### src/rtl/fa2_pkg.sv
`timescale 1ns / 1ps

package fa2_pkg;

  // The ratio min/max is unsigned Q0.16 and can reach exactly 1.0, so it needs
  // one bit more than its fraction.
  localparam int RATIO_BITS = 16;
  localparam int RATIO_W    = RATIO_BITS + 1;

  // Width of the Q2.30 numerator and denominator words.
  localparam int P_W = 32;

  // pi with 61 fractional bits. The angle constants are rounded from it.
  localparam logic [63:0] PI_Q61 = 64'h6487ED5110B4611A;

  // Octant folding flags that travel alongside each item.
  typedef struct packed {
    logic swap;
    logic x_neg;
    logic y_neg;
  } fa2_quad_t;

endpackage

### src/rtl/fa2_div.sv
`timescale 1ns / 1ps

module fa2_div import fa2_pkg::*; #(
  parameter int ANGLE_FRAC_BITS = 13
) (
  input  logic                       clk,
  input  logic                       rst,
  input  logic                       en,
  input  logic                       in_valid,
  input  logic [P_W-1:0]             num,
  input  logic [P_W-1:0]             den,
  input  fa2_quad_t                  in_quad,
  output logic                       out_valid,
  output logic [ANGLE_FRAC_BITS-1:0] angle_oct,
  output fa2_quad_t                  out_quad
);

  localparam int F = ANGLE_FRAC_BITS;

  logic [P_W-1:0] half;

  // The dividend is num * 2^F + den/2. Its upper part is num plus the upper
  // bits of den/2, which stays below den; the low F bits are fed in one per step.
  assign half = den >> 1;

  logic           vld  [0:F];
  fa2_quad_t      quad [0:F];
  logic [F-1:0]   quo  [0:F];
  logic [P_W-1:0] rem  [0:F-1];
  logic [P_W-1:0] dvs  [0:F-1];
  logic [F-1:0]   low  [0:F-1];

  always_ff @(posedge clk) begin
    if (rst) begin
      vld[0] <= 1'b0;
    end else if (en) begin
      vld[0] <= in_valid;
    end
  end

  always_ff @(posedge clk) begin
    if (en) begin
      rem[0]  <= num + (half >> F);
      low[0]  <= half[F-1:0];
      dvs[0]  <= den;
      quo[0]  <= '0;
      quad[0] <= in_quad;
    end
  end

  for (genvar k = 0; k < F; k++) begin : g_step
    logic [P_W-1:0] trial;
    logic           ge;

    always_comb begin
      trial = {rem[k][P_W-2:0], low[k][F-1]};
      ge    = (trial >= dvs[k]);
    end

    always_ff @(posedge clk) begin
      if (rst) begin
        vld[k+1] <= 1'b0;
      end else if (en) begin
        vld[k+1] <= vld[k];
      end
    end

    always_ff @(posedge clk) begin
      if (en) begin
        quo[k+1]  <= {quo[k][F-2:0], ge};
        quad[k+1] <= quad[k];
      end
    end

    if (k < F - 1) begin : g_carry
      always_ff @(posedge clk) begin
        if (en) begin
          rem[k+1] <= ge ? (trial - dvs[k]) : trial;
          dvs[k+1] <= dvs[k];
          low[k+1] <= {low[k][F-2:0], 1'b0};
        end
      end
    end
  end

  assign out_valid = vld[F];
  assign angle_oct = quo[F];
  assign out_quad  = quad[F];

endmodule

### config.mk
export PLATFORM = sky130hd
export DESIGN_NAME = fa2_div
export DESIGN_NICKNAME = d
export VERILOG_FILES = /design/src/rtl/fa2_pkg.sv /design/src/rtl/fa2_div.sv
export SDC_FILE = /design/constraint.sdc
export NUM_CORES = 2
export LEC_CHECK = 0
export BUFFER_PORTS_ARGS = -buffer_cell sky130_fd_sc_hd__buf_2
export CORE_UTILIZATION = 70
export CTS_BUF_LIST = sky130_fd_sc_hd__clkbuf_8
export DETAILED_ROUTE_END_ITERATION = 12
export PLACE_DENSITY_LB_ADDON = 0.08
export SLEW_MARGIN = 25
export SYNTH_ARGS = -nofsm -noshare
export SYNTH_HDL_FRONTEND = slang
export SYNTH_SLANG_ARGS = --single-unit
### constraint.sdc
create_clock -name clk -period 6.27 [get_ports clk]
set_input_delay 0.9405 -clock clk [delete_from_list [all_inputs] [get_ports clk]]
set_output_delay 0.9405 -clock clk [all_outputs]
set_load 0.05 [all_outputs]
[Word-level counts from Yosys, hierarchy flattened]
Memory sizes are Yosys's and may differ from the RTL's.
Index checks and enable logic that the tools add are counted.
Word-level totals
  memories: 6
  logic and storage cells: 78
  register bits: 0
  RAM bits: 1239
  output and inout port bits: 17
  input port bits: 71
Operators by class
  $add $sub $neg: 13
  $lt $le $gt $ge: 13
  bitwise operators: 14
  multiplexer cells: 32
Memories
  dvs: depth 13, width 32, read ports 13, clocked after memory_dff 0, write ports 13, line fa2_div.sv:30  | logic [P_W-1:0] dvs [0:F-1];
  rem: depth 13, width 32, read ports 13, clocked after memory_dff 0, write ports 13, line fa2_div.sv:29  | logic [P_W-1:0] rem [0:F-1];
  quo: depth 14, width 13, read ports 14, clocked after memory_dff 0, write ports 14, line fa2_div.sv:28  | logic [F-1:0] quo [0:F];
  low: depth 13, width 13, read ports 13, clocked after memory_dff 0, write ports 13, line fa2_div.sv:31  | logic [F-1:0] low [0:F-1];
  quad: depth 14, width 3, read ports 14, clocked after memory_dff 0, write ports 14, line fa2_div.sv:27  | fa2_quad_t quad [0:F];
  vld: depth 14, width 1, read ports 14, clocked after memory_dff 0, write ports 14, line fa2_div.sv:26  | logic vld [0:F];
Operators by type and width (count)
  32-bit >= comparator: 13
  32-bit 2-to-1 mux: 12
  32-bit subtractor: 12
  32-bit by 18-bit adder with 32-bit output: 1
  1-bit 2-to-1 mux: 20
  1-bit bitwise OR: 14

[Longest topological paths before layout]
  depth after elaboration: 4
  depth in mapped cells: 16
  depth with buffers taken out: 14

[Worst setup path after synthesis]
OpenSTA, ideal clock, no wires.
  path kind: register to register
  from: memory dvs[3][0]
  to: memory rem[4][14], in the netlist rem[0][142], data pin
  library setup time: 260 ps
  period minus slack after synthesis: 3537 ps
  data required time: 6010 ps
  path buffers: 1
  path slack: 2733 ps
  arrival time: 3277 ps
  stages on the path, launching flop included: 13
  cell sequence: edfxtp_1 -> ha_1 -> fa_1 -> nand2b_1 -> a21oi_1 -> a221o_1 -> o311a_1 -> a221o_1 -> a31o_1 -> a41oi_2 -> o41ai_4 -> buf_6 -> mux2_4
RTL lines (line)
  start: declaration: fa2_div.sv:30
  end: declaration: fa2_div.sv:29

==> results.tsv <==
stage	metric	value	unit
hold_path	HP Class	primary input to flop	
timing	unrepaired setup endpoints after global routing	no	
critical_path	Worst setup EP type	flop	
layout	most common cell after layout, fill and taps aside	edfxtp_1	
layout	highest-count cells in the layout ignoring fill and taps	966 x edfxtp_1, 547 x inv_1, 463 x a21oi_1, 434 x ha_1, 327 x nand2_1	
cts	CTS clk-pin slew, worst paths	60	ps
critical_path	CP Launch Point	dvs[5][8]	
global_route	Remaining Overflow, GRT	0	
global_route	initial antenna violation count	1	
yosys	mux cell area share after synthesis	3.78	%
cts	CTS root buf	clkbuf_8	
floorplanning	Die H	284	um
yosys	register area share after synthesis	52.2	%
power	Power Dens Cells	459	mW/mm^2
floorplanning	full die area	0.0806	mm^2
drt	drt pass-1 iters	9	
global_route	global-route wire length before repair	182000	um
critical_path	CP Cell Sequence	inv_1, ha_1, fa_1, nor2b_1, o21a_1, o2111ai_1, a21oi_1, a31oi_1, o21ai_0, a21boi_0, o31a_2, mux2_2	
critical_path	CP max stage cell	o31a_2	
timing	clock period minus worst slack	4600	ps
drt	Final ANT Viol Nets	0	
drt	via count	37737	
yosys	post-synthesis adder-cell area fraction	10.2	%
cts	CTS tree	built	
yosys	Synth Instances	4977	
timing	FMAX	0.217	GHz
timing	clock skew	43.3	ps
floorplanning	die width	284	um
yosys	Mapped Area	0.0556	mm^2
timing	Slew @ Worst Pin	1050	ps
yosys	Syn Nets	5495	
drt	DRT Wirelength	113000	um
drt	WL/cell	18.0	um
cts	clk buf depth	3	
cts	CTS resizes	0	
cts	CTS Hold Bufs	0	
yosys	Most used DFF post-synth	edfxtp_1	
power	Worst VDD drop	0.262	mV
placement	hpwl dp	84200	um
power	Leakage	25.2	nW
yosys	main combinational cell family by area after synthesis	compound AO/OA/AOI/OAI gates	
outcome	outcome	finished, final reports clean	
drt	via/cell ratio	6.03	
drt	DRC	0	
cts	CTS Sinks	966	
timing	final slew viol count	0	
placement	IO buf count	86	
layout	layout cells sized above 1	9.74	%
timing	final hold vios	0	
placement	RD Place Congestion	1.01	
timing	final setup margin	1670	ps
global_route	GRT Resource Usage Total	28.0	%
run	max cap viols	0	
critical_path	worst path required time	6830	ps
timing	slew margin rel.	28.9	%
yosys	Compound-Gate Fraction of Synth Area	15.0	%
cts	Num CTS Buffers	156	
timing	Finish-stage setup viols	0	
timing	Fin Setup TNS	0	ps
layout	Syn-to-layout area delta	7.74	%
floorplanning	row count	102	
cts	# H-tree levels	4	
timing	period utilization	73.3	%
yosys	synth warn	0	
floorplanning	Core ar.	0.0780	mm^2
yosys	xor and xnor area share after synthesis	5.39	%
drt	initial DRC count	2549	
yosys	EDFF count, synth	966	
critical_path	crit path max fanout	45	
yosys	Yosys reg bits	966	
yosys	ys async rst share	0	%
layout	Final Net Count	5633	
global_route	vias in the first global route	38912	
cts	latest clock arrival within the worst-skew pair	820	ps
floorplanning	Initial Util	71.3	%
yosys	Synth cell types	81	
yosys	Avg Inst Size Synth	11.2	um^2
critical_path	WS Path Type	flop to flop	
critical_path	CP Launch Type	flop	
floorplanning	IO Pins	88	
cts	Post-CTS Setup Bufs	0	
critical_path	worst r2r src	dvs[5][8]	
critical_path	CP arrival	5160	ps
critical_path	Worst path max stage delay	800	ps
critical_path	Top delay family on crit path	compound AO/OA/AOI/OAI gates	
placement	Place WS	1760	ps
global_route	largest net degree at the start of global routing	182	
critical_path	crit path buf inv count	1	
hold_path	Hold Crit Start	den[0]	
yosys	Post-Synth Simple-Gate Area	8.90	%
[cell type report]
| type | instances | area [um^2] |
|---|---|---|
| Inverter | 505 | 1900 |
| Multi-Input combinational cell | 3370 | 24200 |
| Clock inverter | 102 | 597 |
| Clock buffer | 157 | 2160 |
| Sequential cell | 966 | 29000 |
| Antenna cell | 1 | 2.50 |
| Timing Repair Buffer | 116 | 768 |
| Tap cell | 1040 | 1300 |
| Fill cell | 4998 | 18100 |
[where the power goes]
part | internal, W | total [W] | switching [W]
Clock | 0.00244 | 0.00491 | 0.00247
Combinational | 0.00546 | 0.0126 | 0.00714
Sequential | 0.00920 | 0.00996 | 0.000757
[metal layers]
layer	share of wire, %	routed length, um	track usage (%)	vias to the layer above
met4	6.0	6780	17.8	0
met2	55	62000	55.1	1144
li1	-	-	-	18459
met3	3.7	4160	3.95	411
met5	0	0	0	-
met1	35	39700	26.8	17723
[worst register-to-register path, cell delays in order (launching register included)]
cell	delay [ps]
edfxtp_1	380
inv_1	170
ha_1	230
fa_1	220
nor2b_1	60
o21a_1	200
o2111ai_1	210
a21oi_1	200
a31oi_1	610
o21ai_0	320
a21boi_0	480
o31a_2	800
mux2_2	460
[Yosys cell counts (all sizes together) (57+ instances only)]
| cell | instances | area (um^2) |
|---|---|---|
| edfxtp | 966 | 29000 |
| inv | 504 | 1890 |
| a21oi | 468 | 2350 |
| ha | 434 | 5430 |
| nand2 | 327 | 1230 |
| nor2 | 310 | 1160 |
| o21ai | 272 | 1370 |
| a21o | 221 | 1660 |
| xnor2 | 215 | 1880 |
| mux2 | 170 | 1930 |
| xor2 | 127 | 1110 |
| clkbuf | 98 | 368 |
| nand3 | 64 | 320 |
| nor2b | 64 | 400 |
| o21a | 59 | 443 |
| nand4 | 57 | 357 |
[metrics by stage]
stage               utilization (%)  instances  area [um^2]  power (W)  hold slack (ps)
finish                         76.8       6257        59900     0.0275              295
global route                   76.8       6257        59900     0.0292              241
CTS                            76.8       6255        59900     0.0274              214
detailed placement             73.2       5996        57100     0.0224              405
global placement               73.2       5995        57100     0.0220              400
floorplan                         -       4977        55600     0.0194              400
[sequential cells by signal (all words and copies together) (netlist names)]
register  flops
dvs         404
low          12
quad         42
quo          91
rem         403
vld          14
[cells by family (layout without fill, tap and decap cells)]
kind of cell               after synthesis  after routing
adders and majority gates              447            447
muxes                                  187            187
buffers and inverters                  641            880
DFF                                    966            966
other                                    0              1
xor gates and xnor gates               342            342
AOI/OAI and AO/OA                     1336           1336
and+or+nand+nor                       1058           1058
[final timing paths]
kind / to / slack [ps] / cells past startpoint
min: dvs[0][0] / 300 / 1
min reg2reg: quad[3][1] / 400 / 0
max: rem[0][195] / 1670 / 12
max reg2reg: rem[0][195] / 1670 / 12
Note: power is estimated with default switching activity, not from simulation.
