==> config.mk <==
export PLATFORM = sky130hd
export DESIGN_NAME = fa2_front
export DESIGN_NICKNAME = d
export VERILOG_FILES = /design/src/rtl/fa2_pkg.sv /design/src/rtl/fa2_front.sv
export SDC_FILE = /design/constraint.sdc
export NUM_CORES = 1
export LEC_CHECK = 0
export BUFFER_PORTS_ARGS = -buffer_cell sky130_fd_sc_hd__buf_2
export CORE_MARGIN = 1.5
export CORE_UTILIZATION = 58
export CTS_CLUSTER_SIZE = 30
export DETAILED_ROUTE_END_ITERATION = 7
export PLACE_DENSITY_LB_ADDON = 0.1
export SYNTH_ARGS = -nofsm -noshare
export SYNTH_HDL_FRONTEND = slang
export SYNTH_SLANG_ARGS = --single-unit
==> constraint.sdc <==
create_clock -name clk -period 4.2 [get_ports clk]
set_input_delay 0.42 -clock clk [delete_from_list [all_inputs] [get_ports clk]]
set_output_delay 0.42 -clock clk [all_outputs]
set_load 0.1 [all_outputs]
==> src/rtl/fa2_pkg.sv <==
`timescale 1ns / 1ps

package fa2_pkg;

  // The ratio min/max is unsigned Q0.16 and can reach exactly 1.0, so it needs
  // one bit more than its fraction.
  localparam int RATIO_BITS = 16;
  localparam int RATIO_W    = RATIO_BITS + 1;

  // Width of the Q2.30 numerator and denominator words.
  localparam int P_W = 32;

  // pi with 61 fractional bits. The angle constants are rounded from it.
  localparam logic [63:0] PI_Q61 = 64'h6487ED5110B4611A;

  // Octant folding flags that travel alongside each item.
  typedef struct packed {
    logic swap;
    logic x_neg;
    logic y_neg;
  } fa2_quad_t;

endpackage

==> src/rtl/fa2_front.sv <==
`timescale 1ns / 1ps

module fa2_front import fa2_pkg::*; #(
  parameter int IN_WIDTH = 16
) (
  input  logic                clk,
  input  logic                rst,
  input  logic                en,
  input  logic                in_valid,
  input  logic [IN_WIDTH-1:0] y_coord,
  input  logic [IN_WIDTH-1:0] x_coord,
  output logic                out_valid,
  output logic [RATIO_W-1:0]  ratio,
  output fa2_quad_t           out_quad
);

  logic                y_neg;
  logic                x_neg;
  logic [IN_WIDTH-1:0] ay;
  logic [IN_WIDTH-1:0] ax;
  logic [IN_WIDTH-1:0] hi;
  logic [IN_WIDTH-1:0] lo;

  // The most negative input wraps to 2^(IN_WIDTH-1), which is its exact
  // magnitude as an unsigned number.
  assign y_neg = y_coord[IN_WIDTH-1];
  assign x_neg = x_coord[IN_WIDTH-1];
  assign ay    = y_neg ? (~y_coord + 1'b1) : y_coord;
  assign ax    = x_neg ? (~x_coord + 1'b1) : x_coord;
  assign hi    = (ax > ay) ? ax : ay;
  assign lo    = (ax > ay) ? ay : ax;

  // Stage 0 holds the magnitudes; stage k+1 holds the result of quotient step k.
  logic                vld  [0:RATIO_W];
  logic                hz   [0:RATIO_W];
  fa2_quad_t           quad [0:RATIO_W];
  logic [RATIO_W-1:0]  quo  [0:RATIO_W];
  logic [IN_WIDTH:0]   rem  [0:RATIO_W-1];
  logic [IN_WIDTH-1:0] dvs  [0:RATIO_W-1];

  always_ff @(posedge clk) begin
    if (rst) begin
      vld[0] <= 1'b0;
    end else if (en) begin
      vld[0] <= in_valid;
    end
  end

  always_ff @(posedge clk) begin
    if (en) begin
      rem[0]  <= {1'b0, lo};
      dvs[0]  <= hi;
      quo[0]  <= '0;
      hz[0]   <= (hi == '0);
      quad[0] <= '{swap: (ay > ax), x_neg: x_neg, y_neg: y_neg};
    end
  end

  for (genvar k = 0; k < RATIO_W; k++) begin : g_step
    logic [IN_WIDTH:0] trial;
    logic              ge;

    // The first step tests lo against hi directly, which yields the integer
    // bit of the ratio; every later step brings in one zero bit.
    always_comb begin
      trial = (k == 0) ? rem[k] : {rem[k][IN_WIDTH-1:0], 1'b0};
      ge    = (trial >= {1'b0, dvs[k]});
    end

    always_ff @(posedge clk) begin
      if (rst) begin
        vld[k+1] <= 1'b0;
      end else if (en) begin
        vld[k+1] <= vld[k];
      end
    end

    always_ff @(posedge clk) begin
      if (en) begin
        quo[k+1]  <= {quo[k][RATIO_W-2:0], ge};
        hz[k+1]   <= hz[k];
        quad[k+1] <= quad[k];
      end
    end

    if (k < RATIO_W - 1) begin : g_carry
      always_ff @(posedge clk) begin
        if (en) begin
          rem[k+1] <= ge ? (trial - {1'b0, dvs[k]}) : trial;
          dvs[k+1] <= dvs[k];
        end
      end
    end
  end

  // Both inputs zero: the ratio is defined as zero.
  assign out_valid = vld[RATIO_W];
  assign ratio     = hz[RATIO_W] ? '0 : quo[RATIO_W];
  assign out_quad  = quad[RATIO_W];

endmodule

# Yosys cells after proc, flatten, opt, wreduce, memory -nomap -nowiden
# Memories as Yosys holds them, arrays and structs flattened.
# Index checks and enable logic that the tools add are counted.
# totals
ff_bits	0
ram_bits	957
in_bits	36
output_inout_bits	21
word_cells	109
n_memories	6
# mem_list
memory	depth	word_bits	rd	rd_ports_with_merged_regs	write_ports	line	text
quo	18	17	18	0	18	fa2_front.sv:37	logic [RATIO_W-1:0] quo [0:RATIO_W];
rem	17	17	17	0	17	fa2_front.sv:38	logic [IN_WIDTH:0] rem [0:RATIO_W-1];
dvs	17	16	17	0	17	fa2_front.sv:39	logic [IN_WIDTH-1:0] dvs [0:RATIO_W-1];
quad	18	3	18	0	18	fa2_front.sv:36	fa2_quad_t quad [0:RATIO_W];
hz	18	1	18	0	18	fa2_front.sv:35	logic hz [0:RATIO_W];
vld	18	1	18	0	18	fa2_front.sv:34	logic vld [0:RATIO_W];
# op_classes
addsub	18
n_lt_le_gt_ge	19
mux	45
bitwise_logic	20
n_reduce_logical	1
# ops
operator	count
$ge 17x16->1	17
$mux 17	17
$sub 17x16->17	16
$mux 16	4
$add 16x1->16 const B	2
$gt 16x16->1	2
$not 16->16	2
$mux 1	24
$or 1x1->1	18
$logic_not 16->1	1

# Depth between registers and ports, before layout
# Gate-level depths: netlist (run 1).
# depth
word_depth	6
mapped_depth	16
depth_no_buf	15

# Worst setup path after synthesis (run 1)
# Ideal clock, no wire load.
# synth_timing
path_type	input-to-reg
start	input y_coord[8]
end	memory dvs[0][10] (data pin)
t_arrival_ns	3.856
t_required_ns	3.921
setup_slack_ns	0.065
stages	14
path_buffers	2
path_cell_list	or4_1 -> or4_1 -> o31ai_1 -> xor2_1 -> inv_1 -> ha_1 -> nand4_1 -> nor2_1 -> nand3_1 -> nor2_1 -> a2111o_1 -> buf_1 -> clkbuf_1 -> mux2i_1
# synth_lines
item	line	text
start: declaration	fa2_front.sv:10	input logic [IN_WIDTH-1:0] y_coord,
end: declaration	fa2_front.sv:39	

==> results_dict.tcl, run 1 <==
set metrics [dict create \
    min_period_over_period 0.905 \
    tritoncts "yes" \
    io_buffers 56 \
    synth-edff-count 787 \
    crit_arrival_ns 4.18 \
    start_util 0.589 \
    ys_ff_latch 787 \
    synthTopCellsByArea "edfxtp_1 58%, ha_1 8.9%, mux2_2 5.0%, inv_1 3.4%, xnor2_1 2.6%" \
    clockBufferDepth 3 \
    yosysTopAreaCellShare 0.582 \
    ios 57 \
    max_freq_ghz 0.263 \
    final_cells 4336 \
    grt_pass1_vias 25100 \
    cts-hold-fix-buffers 0 \
    timing.final.ws_setup_ns 0.399 \
    holdCritPathClass "primary input to flop" \
    syn-num-nets 3522 \
    finalNetCount 3678 \
    dr.pass1.iters 6 \
    grt_pass1_wl_um 131000 \
    critPathLaunchType "flop" \
    fp.dieW_um 268 \
    pwr_density_cell_mw_per_mm2 742 \
    drc 0 \
    ys_seq_area_frac 0.582 \
    routed_wl_um 82200 \
    dieArea_mm2 0.0716 \
    ctsRootBufferMaster "clkbuf_16" \
    core-area_mm2 0.0689 \
    cts_max_level 3 \
    ys_async_sr_fraction 0 \
    drv_cap 0 \
    hold_violations 0 \
    rsz0062_at_grt "no" \
    syn_to_final_growth_pct 11.1 \
    skew_ns 0.0220 \
    cts_num_sinks 787 \
    pre_cts_ws_ns 0.138 \
    crit_type "flop to flop" \
    yosys_most_used_dff "edfxtp_1" \
    status "complete, no violations" \
    clk_pin_slew_ns 0.06 \
    grt_use_total 0.234 \
    numCtsBuffers 82 \
    viasPerCell 5.72 \
    synth_area_mm2 0.0406 \
    syn_area_per_cell_um2 12.8 \
    gp_congestion 0.889 \
    netlist.top_cell.by_area "edfxtp_1" \
    post_cts_buffers 0 \
    drive_gt1_frac 0.132 \
    ir_worst_vdd_mv 0.452 \
    grt_antenna_before_repair 1 \
    drtIter0Drc 1649 \
    period_minus_slack_ns 3.80 \
    fill_cells 5069 \
    clock_latency_ns 0.64 \
    fp.dieH_um 268 \
    finalSetupTns_ns 0 \
    endpoint_kind "flop" \
    dp.cells 4184 \
    grt_max_degree 143 \
    routedWlPerCell_um 19.0 \
    synth_cells 3181 \
    rows 96 \
    vias 24800 \
    maxSlewViolCount 0 \
    critPathMaxFanout 16 \
    max_slew_margin 0.371 \
    overflow 0 \
    post-dp-hpwl_um 60700 \
    worstPathRequired_ns 4.58 \
    postRouteAntennaNets 0 \
    setup_violations 0 \
    yosysWarnings 0 \
    synth_cell_types 72 \
    cts_resized 0 \
    worst_slew_pin_slew_ns 0.942 \
    leakage_nw 18.2 \
]
registers in the layout, summed over array words and instances, names as in the netlist:
signal,count
hz,18
dvs,272
quo,153
quad,54
rem,272
vld,18
worst max-delay path: stages (launching register included):
cell and delay [ns]:
edfxtp_1 0.44, inv_1 0.09, ha_1 0.23, nor2b_1 0.14, o31a_1 0.28, or4_1 0.51, and3_4 0.20, a31o_1 0.27
o41ai_4 0.33, a21oi_2 0.13, o32a_1 0.50, mux2_4 0.42
final timing paths:
kind                        startpoint               endpoint  slack, ns  depth (start not counted)
hold reg to reg    quo[7][5]$_DFFE_PP_    quo[8][6]$_DFFE_PP_       0.42                          0
setup / recovery  dvs[0][81]$_DFFE_PP_  rem[0][114]$_DFFE_PP_       0.40                         11
hold / removal                in_valid       vld[0]$_DFFE_PP_       0.07                          2
setup reg to reg  dvs[0][81]$_DFFE_PP_  rem[0][114]$_DFFE_PP_       0.40                         11
report_power, final:
| group | internal, mW | switching (mW) |
|---|---|---|
| Clock | 4.15 | 3.03 |
| Combinational | 6.51 | 7.29 |
| Sequential | 11.4 | 1.08 |
final cells by class:
class / instances / area [µm²] / share of cell area
clock buffers: 99 / 2140 / 0.0474
well taps: 931 / 1160 / 0.0258
repair buffers: 111 / 803 / 0.0178
multi-input cells: 1986 / 15400 / 0.342
diodes: 1 / 2.50 / 0.0000555
clock inverters: 52 / 543 / 0.0120
inverters: 369 / 1390 / 0.0307
flip-flops and latches: 787 / 23600 / 0.524
cells in the final DEF, fill, tap and decap left out, drive strengths merged, types with 74 or more instances in the layout:
cell type	instances
edfxtp	787
a21o	74
inv	371
xnor2	121
clkbuf	99
mux2	187
a21oi	160
xor2	90
nand2	126
buf	111
ha	289
o21ai	134
nor2	175
metal layers:
metal  global-route usage  wire length (µm)  up-vias
li1                     -                 -    12000
met1                0.297             35000    12100
met2                0.408             41100      500
met3               0.0362              3420      169
met4               0.0820              2660        0
met5                    0                 0        -
synth_stat cells (6+ instances only):
| cell | count |
|---|---|
| mux2_4 | 7 |
| or3_1 | 16 |
| or2_2 | 10 |
| ha_1 | 289 |
| a31o_2 | 8 |
| nor4_1 | 11 |
| and4_1 | 6 |
| o21ai_0 | 126 |
| clkbuf_1 | 29 |
| or4_1 | 12 |
| a21oi_1 | 159 |
| fa_1 | 16 |
| nand2_1 | 126 |
| a211o_1 | 8 |
| nor3_1 | 69 |
| a211oi_1 | 8 |
| a21boi_0 | 22 |
| o21ai_1 | 8 |
| o21bai_1 | 11 |
| o311ai_0 | 9 |
| o221ai_1 | 9 |
| xor2_1 | 90 |
| nand4_1 | 37 |
| mux2i_1 | 39 |
| and3_1 | 17 |
| a311oi_1 | 10 |
| mux2_2 | 180 |
| o2111ai_1 | 6 |
| nand2b_1 | 41 |
| nand3_1 | 35 |
| a21o_1 | 74 |
| o21a_1 | 33 |
| o31ai_1 | 21 |
| a31oi_1 | 23 |
| nor2_1 | 175 |
| o41ai_1 | 6 |
| inv_1 | 369 |
| edfxtp_1 | 787 |
| xnor2_1 | 121 |
| and2_1 | 30 |
| nor2b_1 | 69 |
per-stage QoR:
step / util / power [mW] / hold WS (ns) / cell area (µm²)
detailed placement: 0.615 / 26.3 / 0.405 / 42400
floorplan: - / 22.7 / 0.400 / 40600
finish: 0.654 / 33.4 / 0.0681 / 45100
global route: 0.654 / 35.5 / 0.0474 / 45100
CTS: 0.654 / 33.6 / 0.0280 / 45100
global placement: 0.615 / 25.8 / 0.400 / 42400
kinds of logic (layout without fill, tap and decap cells):
logic type / count (synthesis) / in the layout / share of synthesized area
flops: 787 / 787 / 0.582
buf+inv: 408 / 631 / 0.0383
fa+ha+maj: 305 / 305 / 0.0970
other cells: 0 / 1 / 0
mux: 226 / 226 / 0.0621
compound gates: 580 / 580 / 0.0928
simple gates: 664 / 664 / 0.0820
xor+xnor: 211 / 211 / 0.0455
Power figures use the tool's default switching activity.
==> run 2, diff against run 1 <==
--- a/config.mk
+++ b/config.mk
@@ -5,9 +5,10 @@
 export SDC_FILE = /design/constraint.sdc
 export NUM_CORES = 1
 export LEC_CHECK = 0
+export ABC_AREA = 1
 export BUFFER_PORTS_ARGS = -buffer_cell sky130_fd_sc_hd__buf_2
 export CORE_MARGIN = 1.5
-export CORE_UTILIZATION = 58
+export CORE_UTILIZATION = 65
 export CTS_CLUSTER_SIZE = 30
 export DETAILED_ROUTE_END_ITERATION = 7
 export PLACE_DENSITY_LB_ADDON = 0.1
==> constraint.sdc (replaced) <==
create_clock -name clk -period 4.67 [get_ports clk]
set_input_delay 0.467 -clock clk [delete_from_list [all_inputs] [get_ports clk]]
set_output_delay 0.467 -clock clk [all_outputs]
set_load 0.1 [all_outputs]
==> run 2 against run 1 <==
- total power down 8.9%
- critical path depth is 10 higher
- setup slack better by 0.84 ns
- via count grew 13%
- non-clock buffer count down 44
- worst hold slack better by 0.089 ns
- critical path type is now primary input to flop
==> results_dict.tcl, run 2 <==
set metrics [dict create \
    status "complete, no violations" \
    dr.pass1.iters 7 \
    ys_async_sr_fraction 0 \
    reg2reg_from "dvs[0][0]$_DFFE_PP_" \
    leakage_nw 20.5 \
    diodes 0 \
    switching_share 0.384 \
    vias 28100 \
    reg2reg_slack_ns 2.11 \
    synth_cell_types 44 \
    worst-r2r-cell-count 9 \
    drive_gt1_frac 0.122 \
    clkPwrFrac 0.210 \
    holdCritStartpoint "in_valid" \
    viasPerCell 5.39 \
    clock_latency_ns 0.63 \
    overflow 0 \
    grt_antenna_before_repair 0 \
    finalNetCount 4623 \
    rsz0062_at_grt "no" \
    routedWlPerCell_um 16.2 \
    yosysMostFrequentCell "nand2_1" \
    final_cells 5215 \
    min_path_cells 3 \
    internal_power_mw 18.8 \
    worst_slew_pin_slew_ns 0.808 \
    period_minus_slack_ns 3.43 \
    final_cell_mix "945 x nand2_1, 787 x edfxtp_1, 598 x inv_1, 289 x ha_1, 283 x nor2_1" \
    post-dp-hpwl_um 63400 \
    grt_pass1_wl_um 136000 \
    cts-hold-fix-buffers 0 \
    syn_area_per_cell_um2 10.3 \
    ys_seq_area_frac 0.546 \
    synthTopCellsByArea "edfxtp_1 55%, ha_1 8.3%, nand2_1 8.2%, inv_1 5.2%, o21ai_2 3.5%" \
    crit_type "primary input to flop" \
    max_slew_margin 0.461 \
    core-area_mm2 0.0659 \
    worstPathRequired_ns 5.15 \
    maxSlewViolCount 0 \
    hold_slack_ns 0.157 \
    postRouteAntennaNets 0 \
    yosysWarnings 0 \
    skew_ns 0.0187 \
    cts_max_level 3 \
    gp_congestion 0.907 \
    yosys_most_used_dff "edfxtp_1" \
    top_regs "dvs x272, rem x272, quo x153" \
    critPathLaunchType "primary input" \
    pwr-share-comb 0.424 \
    clockBufferDepth 3 \
    grt_pass1_vias 27100 \
    finalSetupTns_ns 0 \
    drv_cap 0 \
    cts_num_sinks 787 \
    holdPathEnd "vld[0]$_DFFE_PP_" \
    holdCritPathClass "primary input to flop" \
    pwr_density_cell_mw_per_mm2 650 \
    final_common_cell "nand2_1" \
    grt_use_total 0.252 \
    ctsRootBufferMaster "clkbuf_16" \
    dp.cells 5062 \
    numCtsBuffers 82 \
    synth_area_mm2 0.0433 \
    endpoint_kind "flop" \
    crit_arrival_ns 3.91 \
    hold_violations 0 \
    switching_power_mw 11.7 \
    yosysTopAreaCellShare 0.546 \
    finalPower_mw 30.5 \
    drc 0 \
    grt_max_degree 137 \
    netlist.top_cell.by_area "edfxtp_1" \
    ys_ff_latch 787 \
    ys_top_cells_by_count "945 x nand2_1, 787 x edfxtp_1, 598 x inv_1" \
    p_seq_frac 0.366 \
    post_cts_buffers 0 \
    cts_resized 0 \
    ir_worst_vdd_mv 0.458 \
    setup_violations 0 \
    fill_cells 4859 \
    clk_pin_slew_ns 0.07 \
    io_buffers 56 \
    syn_to_final_growth_pct 8.16 \
    tritoncts "yes" \
    fp.dieH_um 261 \
    synth_cells 4189 \
    dieArea_mm2 0.0682 \
    routed_wl_um 84600 \
    rows 94 \
    synth-edff-count 787 \
    pre_cts_ws_ns 0.565 \
    ios 57 \
    syn-num-nets 4530 \
    critPathMaxFanout 44 \
    start_util 0.658 \
    r2r_end "rem[0][31]$_DFFE_PP_" \
    max_freq_ghz 0.292 \
    min_period_over_period 0.734 \
    timing.final.ws_setup_ns 1.24 \
    fp.dieW_um 261 \
    drtIter0Drc 2020 \
]
-- run 2: power by group through the flow --
stage / Sequential [mW] / Combinational (mW) / Clock (mW)
floorplan: 10.8 / 10.9 / 0
global placement: 11.3 / 12.7 / 0
detailed placement: 11.3 / 12.9 / 0
CTS: 11.2 / 12.9 / 6.53
global route: 11.3 / 14.6 / 6.80
finish: 11.2 / 12.9 / 6.40
-- run 2: cells by family (layout without fill, tap and decap cells) --
group,Yosys count,after routing,synth area share
simple gates,1628,1628,0.161
flops,787,787,0.546
buf+inv,676,838,0.0699
compound gates,582,582,0.0905
fa+ha+maj,305,305,0.0909
xor+xnor,211,211,0.0427
-- run 2: cell type report --
type	instances	area, µm²	area share
multi-input cells	2726	16700	0.356
clock inverters	55	503	0.0107
repair buffers	67	435	0.00929
inverters	618	2390	0.0510
flip-flops and latches	787	23600	0.504
well taps	864	1080	0.0231
clock buffers	98	2150	0.0460
-- run 2: worst max path at each step --
stage / start / endpoint / slack [ns]
2_1_floorplan: y_coord[0] / rem[0][10]$_DFFE_PP_ / 1.78
3_5_place_dp: y_coord[0] / hz[0]$_DFFE_PP_ / 0.57
6_report: y_coord[0] / hz[0]$_DFFE_PP_ / 1.24
4_1_cts: y_coord[0] / hz[0]$_DFFE_PP_ / 1.22
3_3_place_gp: y_coord[0] / hz[0]$_DFFE_PP_ / 0.65
5_1_grt: y_coord[0] / hz[0]$_DFFE_PP_ / 0.82
-- run 2: metrics by stage --
step | cell area [µm²] | util
after floorplan | 43300 | -
after global placement | 44200 | 0.671
after detailed placement | 44200 | 0.671
after CTS | 46900 | 0.711
after global routing | 46900 | 0.711
final | 46900 | 0.711
-- run 2: worst max-delay path: stages --
cell and delay (ns):
buf_2 0.09, inv_1 0.13, ha_1 0.17, inv_1 0.05, nor2_1 0.12, nand3_1 0.11, nand2_2 0.15, nand2_1 0.08
xor2_1 0.29, inv_1 0.08, ha_1 0.30, nand4_1 0.11, nor3_2 0.22, nand2_1 0.31, nand2_2 0.61, nand2_1 0.12
nand2_1 0.12, nand2_1 0.06, nor2_1 0.14, nand2_1 0.08, nor2_1 0.11
-- run 2: layer usage --
metal  vias to the layer above  GRT usage  wire, µm
met1                     13100      0.346     38700
met4                         0     0.0814      2190
met2                       540      0.420     40200
met5                         -          0         0
met3                       146     0.0329      3550
li1                      14300          -         -
==> run 3, diff against run 2 <==
--- a/config.mk
+++ b/config.mk
@@ -5,10 +5,10 @@
 export SDC_FILE = /design/constraint.sdc
 export NUM_CORES = 1
 export LEC_CHECK = 0
-export ABC_AREA = 1
+export ABC_AREA = 0
 export BUFFER_PORTS_ARGS = -buffer_cell sky130_fd_sc_hd__buf_2
 export CORE_MARGIN = 1.5
-export CORE_UTILIZATION = 65
+export CORE_UTILIZATION = 58
 export CTS_CLUSTER_SIZE = 30
 export DETAILED_ROUTE_END_ITERATION = 7
 export PLACE_DENSITY_LB_ADDON = 0.1
==> constraint.sdc (replaced) <==
create_clock -name clk -period 3.13 [get_ports clk]
set_input_delay 0.313 -clock clk [delete_from_list [all_inputs] [get_ports clk]]
set_output_delay 0.313 -clock clk [all_outputs]
set_load 0.1 [all_outputs]
==> run 3 against run 2 <==
- the flow now finishes with violations (setup timing)
- cell count fell by 12%
- combinational power rose by 70%
- non-clock buffer count rose by 301
- highest routed layer unchanged
==> results_dict.tcl, run 3 (same netlist as run 1, synthesis figures left out) <==
set metrics [dict create \
    core-area_mm2 0.0689 \
    worst_path_max_delay_cell "or4_4" \
    fp.dieH_um 268 \
    vias 26100 \
    viasPerCell 5.68 \
    io_buffers 56 \
    pwr_density_cell_mw_per_mm2 1000 \
    leakage_nw 19.9 \
    r2r_end "rem[0][105]$_DFFE_PP_" \
    tritoncts "yes" \
    rsz0062_at_grt "yes" \
    setup_violations 52 \
    failed_checks "setup timing" \
    endpoint_kind "flop" \
    holdPathEnd "quad[0][1]$_DFFE_PP_" \
    drc 0 \
    switching_power_mw 16.6 \
    diodes 0 \
    grt_pass1_wl_um 137000 \
    critPathMaxFanout 7 \
    dr.pass1.iters 7 \
    dpl-instance-area_mm2 0.0439 \
    post-dp-hpwl_um 63400 \
    reg2reg_slack_ns -0.33 \
    final_common_cell "edfxtp_1" \
    path_cells "ha_4 > nor2b_4 > o31a_1 > or4_4 > and3_4 > a31o_4 > o41ai_4 > a21oi_2 > o32a_4 > clkbuf_16 > mux2_2" \
    grt_max_degree 111 \
    switching_share 0.343 \
    numCtsBuffers 82 \
    skew_ns 0.0301 \
    gp_congestion 0.932 \
    worstPathRequired_ns 3.52 \
    min_path_cells 1 \
    worst_slew_pin_slew_ns 0.877 \
    critPathLaunchType "flop" \
    crit_arrival_ns 3.84 \
    holdCritPathClass "primary input to flop" \
    worst-r2r-cell-count 11 \
    status "finished, violations left" \
    reg2reg_from "rem[0][85]$_SDFFCE_PP0P_" \
    period_minus_slack_ns 3.46 \
    max_freq_ghz 0.289 \
    routedWlPerCell_um 19.3 \
    p_seq_frac 0.346 \
    finalPower_mw 48.3 \
    clk_pin_slew_ns 0.06 \
    holdCritStartpoint "x_coord[15]" \
    ir_worst_vdd_mv 0.602 \
    drive_gt1_frac 0.223 \
    drv_cap 0 \
    grt_antenna_before_repair 0 \
    grt_pass1_vias 26600 \
    internal_power_mw 31.8 \
    crit_type "flop to flop" \
    top_regs "dvs x272, rem x272, quo x153" \
    hold_slack_ns 0.0825 \
    ctsRootBufferMaster "clkbuf_16" \
    hold_violations 0 \
    dieArea_mm2 0.0716 \
    ios 57 \
    critPathBufInv 1 \
    cts_max_level 3 \
    routed_wl_um 88700 \
    max_slew_margin 0.416 \
    fill_cells 4802 \
    drtIter0Drc 1806 \
    overflow 0 \
    finalNetCount 3935 \
    clockBufferDepth 3 \
    start_util 0.589 \
    finalSetupTns_ns -7.03 \
    maxSlewViolCount 0 \
    timing.final.ws_setup_ns -0.328 \
    fp.dieW_um 268 \
    cp_slowest_stage_delay_ns 0.50 \
    pwr-share-comb 0.454 \
    cts_num_sinks 787 \
    final_cell_mix "787 x edfxtp_1, 364 x inv_1, 282 x ha_1, 264 x buf_4, 163 x nor2_1" \
    fin_area_mm2 0.0482 \
    clock_latency_ns 0.65 \
    path_delay_family "compound AO/OA/AOI/OAI gates" \
    grt_use_total 0.245 \
    postRouteAntennaNets 0 \
    syn_to_final_growth_pct 18.8 \
    min_period_over_period 1.10 \
    clkPwrFrac 0.200 \
    rows 96 \
]
## run 3: cell count changes in the layout (fill, tap and decap cells not counted), moves of 120 or more
cell     change
nand2_1    -822
buf_4      +258
inv_1      -234
o21ai_2    -162
mux2_2     +152
nand3_1    -144
nor2_1     -120
## run 3: power by group through the flow
stage               Sequential [mW]  Combinational (mW)  Clock [mW]
floorplan                      16.2                14.4           0
global placement               16.8                19.1           0
detailed placement             16.9                19.7           0
CTS                            16.7                20.8        9.89
global route                   16.9                23.8        10.3
finish                         16.7                21.9        9.69
## run 3: stage by stage
step | cells | worst slack, ns | utilization
after global placement | 4353 | -0.794 | 0.636
final | 4595 | -0.328 | 0.699
after floorplan | 3181 | -0.379 | -
after detailed placement | 4353 | -0.850 | 0.636
after CTS | 4566 | -0.275 | 0.687
after global routing | 4595 | -0.403 | 0.699
## run 3: worst max path at each step
stage,cells past startpoint,endpoint,slack [ns],start
finish,11,rem[0][105]$_DFFE_PP_,-0.33,rem[0][85]$_SDFFCE_PP0P_
detailed placement,16,hz[0]$_DFFE_PP_,-0.85,x_coord[4]
floorplan,13,dvs[0][10]$_DFFE_PP_,-0.38,y_coord[8]
CTS,11,rem[0][115]$_DFFE_PP_,-0.27,rem[0][85]$_SDFFCE_PP0P_
global route,11,rem[0][109]$_DFFE_PP_,-0.40,rem[0][85]$_SDFFCE_PP0P_
global placement,14,hz[0]$_DFFE_PP_,-0.79,x_coord[4]
## run 3: cell type report
| cell class | count | area [µm²] | share of cell area |
|---|---|---|---|
| clock buffer | 89 | 2080 | 0.0431 |
| clock inverter | 65 | 639 | 0.0133 |
| inverter | 369 | 1390 | 0.0287 |
| multi-input combinational | 1986 | 16200 | 0.336 |
| sequential | 787 | 23600 | 0.490 |
| tap | 931 | 1160 | 0.0242 |
| timing repair buffer | 368 | 3110 | 0.0645 |
## run 3: metal layers
layer	track usage	up-vias	wire length [µm]
met4	0.108	0	3530
met3	0.0314	212	3550
met1	0.304	12700	36600
li1	-	12500	-
met2	0.430	637	45000
met5	0	-	0
## run 3: repair_timing
action / CTS / global route
hold buffers: 1 / 0
setup endpoints to repair: 158 / 205
gates resized for setup: 70 / 148
gates cloned: 4 / 6
buffers inserted: 57 / 31
pin swaps: 25 / 38
hold endpoints to repair: 1 / 0
